`src/hdl/ptd_pkg.sv`:
```
// Shared types, codes and tables for the palette texel decoder
package ptd_pkg;

    localparam int PALETTE_DEPTH_DEF = 256;
    localparam int IDX_W             = 8;
    localparam int WORD_W            = 32;

    localparam logic OP_WRITE = 1'b0;
    localparam logic OP_TEXEL = 1'b1;

    localparam logic [2:0] IMG_A1BGR5 = 3'd0;
    localparam logic [2:0] IMG_XBGR8  = 3'd1;
    localparam logic [2:0] IMG_ABGR8  = 3'd2;
    localparam logic [2:0] IMG_CLUT4  = 3'd3;
    localparam logic [2:0] IMG_CLUT8  = 3'd4;

    localparam logic [2:0] PAL_NONE   = 3'd0;
    localparam logic [2:0] PAL_A1BGR5 = 3'd1;
    localparam logic [2:0] PAL_XBGR8  = 3'd2;
    localparam logic [2:0] PAL_ABGR8  = 3'd3;

    localparam logic [1:0] COLOR_A1BGR5 = 2'd0;
    localparam logic [1:0] COLOR_XBGR8  = 2'd1;
    localparam logic [1:0] COLOR_ABGR8  = 2'd2;

    localparam logic [1:0] STATUS_OK          = 2'd0;
    localparam logic [1:0] STATUS_BAD_IMAGE   = 2'd1;
    localparam logic [1:0] STATUS_BAD_PALETTE = 2'd2;

    localparam logic CFG_IMAGE_FORMAT   = 1'b0;
    localparam logic CFG_PALETTE_FORMAT = 1'b1;

    // floor(v * 255 / 31)
    localparam logic [7:0] SCALE5_LUT [32] = '{
        8'd0,   8'd8,   8'd16,  8'd24,  8'd32,  8'd41,  8'd49,  8'd57,
        8'd65,  8'd74,  8'd82,  8'd90,  8'd98,  8'd106, 8'd115, 8'd123,
        8'd131, 8'd139, 8'd148, 8'd156, 8'd164, 8'd172, 8'd180, 8'd189,
        8'd197, 8'd205, 8'd213, 8'd222, 8'd230, 8'd238, 8'd246, 8'd255
    };

    // red in the low byte when packed onto the bus
    typedef struct packed {
        logic [7:0] alpha;
        logic [7:0] blue;
        logic [7:0] green;
        logic [7:0] red;
    } pixel_t;

    typedef struct packed {
        pixel_t     pixel;
        logic [1:0] status;
        logic       last;
    } dec_out_t;

    function automatic pixel_t unpack_color(input logic [WORD_W-1:0] w,
                                            input logic [1:0] kind);
        pixel_t p;
        p = '0;
        unique case (kind)
            COLOR_A1BGR5:
            begin
                p.red   = SCALE5_LUT[w[4:0]];
                p.green = SCALE5_LUT[w[9:5]];
                p.blue  = SCALE5_LUT[w[14:10]];
                p.alpha = w[15] ? 8'hFF : 8'h00;
            end
            COLOR_XBGR8:
            begin
                p.red   = w[7:0];
                p.green = w[15:8];
                p.blue  = w[23:16];
                p.alpha = 8'hFF;
            end
            default:
            begin
                p.red   = w[7:0];
                p.green = w[15:8];
                p.blue  = w[23:16];
                p.alpha = w[31:24];
            end
        endcase
        return p;
    endfunction

endpackage

```
`src/hdl/ptd_texel_decode.sv`:
```
// Per-pixel decode of a registered texel by image and palette format
module ptd_texel_decode (
    input  logic [2:0]                 image_format,
    input  logic [2:0]                 palette_format,
    input  logic [ptd_pkg::WORD_W-1:0] data_word,
    input  logic [ptd_pkg::WORD_W-1:0] entry0,
    input  logic [ptd_pkg::WORD_W-1:0] entry1,
    input  logic                       second,
    output ptd_pkg::dec_out_t          result
);
    import ptd_pkg::*;

    logic [1:0]        pal_kind;
    logic              pal_ok;
    logic              two_pixels;
    logic [WORD_W-1:0] entry;

    always_comb
    begin
        pal_ok   = 1'b1;
        pal_kind = COLOR_ABGR8;
        unique case (palette_format)
            PAL_A1BGR5: pal_kind = COLOR_A1BGR5;
            PAL_XBGR8:  pal_kind = COLOR_XBGR8;
            PAL_ABGR8:  pal_kind = COLOR_ABGR8;
            default:    pal_ok   = 1'b0;
        endcase
    end

    assign entry = second ? entry1 : entry0;

    always_comb
    begin
        result.pixel  = '0;
        result.status = STATUS_OK;
        two_pixels    = 1'b0;
        unique case (image_format)
            IMG_A1BGR5: result.pixel = unpack_color({16'h0, data_word[15:0]}, COLOR_A1BGR5);
            IMG_XBGR8:  result.pixel = unpack_color(data_word, COLOR_XBGR8);
            IMG_ABGR8:  result.pixel = unpack_color(data_word, COLOR_ABGR8);
            IMG_CLUT4, IMG_CLUT8:
            begin
                if (pal_ok)
                begin
                    result.pixel = unpack_color(entry, pal_kind);
                    two_pixels   = (image_format == IMG_CLUT4);
                end
                else
                begin
                    result.status = STATUS_BAD_PALETTE;
                end
            end
            default:    result.status = STATUS_BAD_IMAGE;
        endcase
        result.last = !two_pixels || second;
    end

endmodule

```
`config.mk`:
```
export PLATFORM = sky130hd
export DESIGN_NAME = ptd_texel_decode
export DESIGN_NICKNAME = d
export VERILOG_FILES = /design/src/hdl/ptd_pkg.sv /design/src/hdl/ptd_texel_decode.sv
export SDC_FILE = /design/constraint.sdc
export NUM_CORES = 1
export LEC_CHECK = 0
export BUFFER_PORTS_ARGS = -buffer_cell sky130_fd_sc_hd__buf_2
export CAP_MARGIN = 20
export CORE_ASPECT_RATIO = 0.9
export CORE_MARGIN = 5
export CORE_UTILIZATION = 25
export DETAILED_ROUTE_END_ITERATION = 6
export GPL_TIMING_DRIVEN = 0
export MAX_ROUTING_LAYER = met4
export PLACE_DENSITY = 0.54
export SLEW_MARGIN = 15
export SYNTH_ARGS = -nofsm -noshare
export SYNTH_HDL_FRONTEND = slang
export SYNTH_SLANG_ARGS = --single-unit
export TNS_END_PERCENT = 100
```
`constraint.sdc`:
```
create_clock -name vclk -period 1.54
set_clock_uncertainty 0.05 [all_clocks]
set_input_delay 0.077 -clock vclk [all_inputs]
set_output_delay 0.077 -clock vclk [all_outputs]
set_load 0.03 [all_outputs]
```
* Word level (Yosys, flattened, before mapping)
Memory sizes are Yosys's and may differ from the RTL's.
Cells that the tools add are included.
** Storage, ports and cells
- Register bits :: 0
- Memory bits (read-only) :: 1536
- Bits of input ports :: 103
- Output and inout bits :: 35
- Memories :: 6
** Operators by class
- $lt $le $gt $ge :: 6
- Eq/ne operators :: 8
- Mux-type cells :: 24
- Bitwise operators :: 6
- Reduce and logical (&&, ||, !) cells :: 7
** Memories
- (name not given) :: words 32, width 8, rd ports 1, clocked after memory_dff 0, write ports 0, RTL line ptd_pkg.sv:64 : p.blue = SCALE5_LUT[w[14:10]];
- (name not given) :: words 32, width 8, rd ports 1, clocked after memory_dff 0, write ports 0, RTL line ptd_pkg.sv:63 : p.green = SCALE5_LUT[w[9:5]];
- (name not given) :: words 32, width 8, rd ports 1, clocked after memory_dff 0, write ports 0, RTL line ptd_pkg.sv:62 : p.red = SCALE5_LUT[w[4:0]];
- (name not given) :: words 32, width 8, rd ports 1, clocked after memory_dff 0, write ports 0, RTL line ptd_pkg.sv:64
- (name not given) :: words 32, width 8, rd ports 1, clocked after memory_dff 0, write ports 0, RTL line ptd_pkg.sv:63
- (name not given) :: words 32, width 8, rd ports 1, clocked after memory_dff 0, write ports 0, RTL line ptd_pkg.sv:62
** Operators by type and width (count)
- $pmux 32 s4 :: 1
- $mux 8 :: 14
- $mux 32 :: 2
- $pmux 32 s2 :: 1
- $ge 6x6->1 const B :: 6
- $not 5->6 :: 6
- $eq 3x2->1 const B :: 4
- $pmux 2 s2 :: 2
- $eq 3x1->1 const B :: 2
- $reduce_or 3->1 :: 2
- $eq 3x3->1 const B :: 1
- $logic_not 3->1 :: 1
- $mux 1 :: 3
- $eq 2x1->1 const B :: 1
- $logic_not 2->1 :: 1
- $mux 2 :: 1
- $reduce_or 2->1 :: 1
- $logic_not 1->1 :: 1
- $logic_or 1x1->1 :: 1

* Depth between registers and ports, before layout
- Word-level depth :: 8
- Depth in mapped cells :: 8

* Worst setup path before layout
OpenSTA, ideal clock, no wires.
- Path kind :: input to output
- From :: input port second
- To :: output port result[20] (netlist name)
- Arrival time :: 1629 ps
- Data required time :: 1413 ps
- Slack :: -216 ps
- Cell stages on the path :: 6
- Buffers on the path :: 1
- Cell sequence :: buf_6 -> mux2i_2 -> o21ai_0 -> a31oi_1 -> a311oi_1 -> o21ai_0
** RTL lines
- from (decl) :: RTL line ptd_texel_decode.sv:8 : input logic second,
- to (decl) :: RTL line ptd_texel_decode.sv:9 : output ptd_pkg::dec_out_t result

==> out/metrics.csv <==
stage,metric,value,unit
yosys,Netlist cell types,51,
yosys,"Net Count, Synth",374,
sta,min Tclk post-route,1.66,ns
critical_path,CP Max Fanout,7,
placement,Post-DP Area,2670,µm²
floorplanning,Initial Utilization,25.7,%
floorplanning,core area,7080,µm²
sta,fmax,603,MHz
sta,final hold violations,0,
yosys,Yosys top cell area share,9.90,%
finish,fillcell total,715,
yosys,Synth area leaders,"mux2i_1 9.9%, o21ai_0 7.1%, a21oi_1 6.3%, nand2_1 5.4%, nor2_1 5.2%",
sta,RSZ-0062 raised after global routing,true,
grt,GRT Overall Usage,18.2,%
critical_path,Critical Path Source,palette_format[1],
finish,clock buffer count,0,
yosys,cell type with the largest total area after synthesis,mux2i_1,
floorplanning,Die W,100,µm
drt,number of vias per cell,5.41,
critical_path,crit path launch type,input port,
grt,largest net degree at the start of global routing,11,
sta,fin worst setup slack,-0.117,ns
critical_path,CP endpoint kind,output port,
drt,Post-Route WL,9440,µm
drt,DRT iter0 DRCs,245,
power,sw power,0.000708,W
sta,Rel. slew slack,64.7,%
drt,Final ANT Viol Nets,0,
yosys,Post-Syn Instances,271,
finish,# diodes,0,
critical_path,Worst EP required,1.41,ns
critical_path,crit path DAT,1.53,ns
grt,initial antenna violation count,0,
grt,first-pass GRT wire length,13400,µm
placement,port buffer count,135,
drt,via count,2824,
floorplanning,FP Rows,29,
sta,Setup Viol. Count Final,10,
finish,FF+latch count,0,
power,Max VDD drop,0.156,mV
sta,Slew @ Worst Pin,0.529,ns
finish,fin cells,522,
placement,Inst Count DP,499,
grt,number of global-route vias before repair,2583,
hold_path,worst min path class,in2out,
grt,gr ovfl total,0,
sta,fin crit share,108,%
yosys,Ys Warns,0,
finish,total area of sequential cells,0,µm²
yosys,"Seq/Total Area, Yosys",0,%
drt,1st-pass router iterations,5,
run_status,status,"finished, violations left",
finish,"Design Area, Final",3540,µm²
floorplanning,Top Ports,138,
floorplanning,Die Ht,91.0,µm
power,clock group share of total power,0,%
power,leak pwr,1.57,nW
drt,WL/cell,18.1,µm
run_status,failing checks,setup timing,
sta,"Slew Viols, Final",0,
hold_path,Hold Path Origin,data_word[16],
placement,Setup WS pre-CTS,-0.432,ns
power,Int Pwr,0.000574,W
critical_path,Crit Path Class,in2out,
power,Sequential Power Share,0,%
power,Sw Ratio,55.2,%
finish,fin nets,534,
yosys,Mapped Area,1820,µm²
finish,area grow syn2layout,94.2,%
power,combinational cell fraction of total power,100.0,%
drt,DRC,0,
placement,RD Place Congestion,0.944,
power,Power Density,363,nW/µm²
floorplanning,die area,9090,µm²
job,MaxCap Viol Count,0,
yosys,Avg Synthesized Cell Area,6.72,µm²
clocking,hold-fix buffers at CTS,0,
finish,share of layout cells above drive strength 1,56.6,%
placement,HPWL after DPL,7010,µm
yosys,"top cells by count, synth","26 x nand2_1, 26 x o21ai_0, 25 x nor2_1",
timing repair:
action,CTS,global route
setup endpoints to repair,32,32
buffers inserted,9,12
cloned,1,2
pin swaps,12,12
gates resized for setup,68,113
placed cells by master (no fill, tap or decap), types with 4 or more instances in the layout:
| cell type | count |
|---|---|
| nand2_1 | 26 |
| buf_4 | 33 |
| o22ai_1 | 5 |
| o21ai_2 | 6 |
| mux2i_1 | 13 |
| o2bb2ai_2 | 5 |
| buf_12 | 6 |
| o21ai_0 | 14 |
| mux2i_4 | 9 |
| nand2b_1 | 7 |
| a21oi_1 | 19 |
| buf_2 | 104 |
| nor2_2 | 6 |
| a221o_1 | 7 |
| nand3_1 | 4 |
| a22oi_1 | 9 |
| buf_6 | 23 |
| nor2b_1 | 9 |
| mux2_2 | 5 |
| a211oi_2 | 4 |
| inv_1 | 8 |
| nor2_1 | 17 |
| o21ai_1 | 9 |
through the flow:
step | TNS (ns) | hold slack, ns | utilization [%] | power [W]
floorplan | -0.793 | 0.326 | - | 0.000598
global placement | -6.61 | 0.468 | 37.7 | 0.000949
detailed placement | -6.27 | 0.474 | 37.7 | 0.000952
CTS | -0.974 | 0.437 | 43.1 | 0.00109
global route | -1.44 | 0.445 | 50.0 | 0.00136
finish | -0.644 | 0.439 | 50.0 | 0.00128
cell type report:
type / count / area, µm² / area share, %
Multi-Input combinational cell: 244 / 2090 / 59.0
Timing Repair Buffer: 157 / 1060 / 30.0
Buffer: 20 / 244 / 6.90
Inverter: 8 / 30.0 / 0.849
Tap cell: 93 / 116 / 3.29
critical path: stages:
cell,delay [ns]
buf_8,0.10
or3b_1,0.38
buf_6,0.17
nor2_8,0.13
o31a_4,0.17
a221oi_4,0.07
a221o_1,0.28
buf_6,0.14
per-layer routing:
layer	GRT usage, %	up-vias	routed length [µm]
met4	1.02	0	63
met1	26.7	1320	4180
met5	-	-	0
met3	1.15	4	660
met2	28.8	129	4530
li1	-	1371	-
final timing paths:
check  cells after the start  slack [ns]    endpoint
min                        3        0.44  result[19]
max                        8       -0.12  result[11]
power by group through the flow:
| stage | Sequential (W) | Combinational (W) | Clock (W) |
|---|---|---|---|
| after floorplan | 0 | 0.000598 | 0 |
| after global placement | 0 | 0.000949 | 0 |
| after detailed placement | 0 | 0.000952 | 0 |
| after CTS | 0 | 0.00109 | 0 |
| after global routing | 0 | 0.00136 | 0 |
| final | 0 | 0.00128 | 0 |
cells by family after synthesis:
kind of cell	synth area share, %
multiplexers	19.9
AND/OR/NAND/NOR	24.3
AO/OA/AOI/OAI	45.0
buffers and inverters	8.73
adder cells (fa/ha/maj)	1.10
XOR/XNOR	0.962
Power figures use the tool's default switching activity.
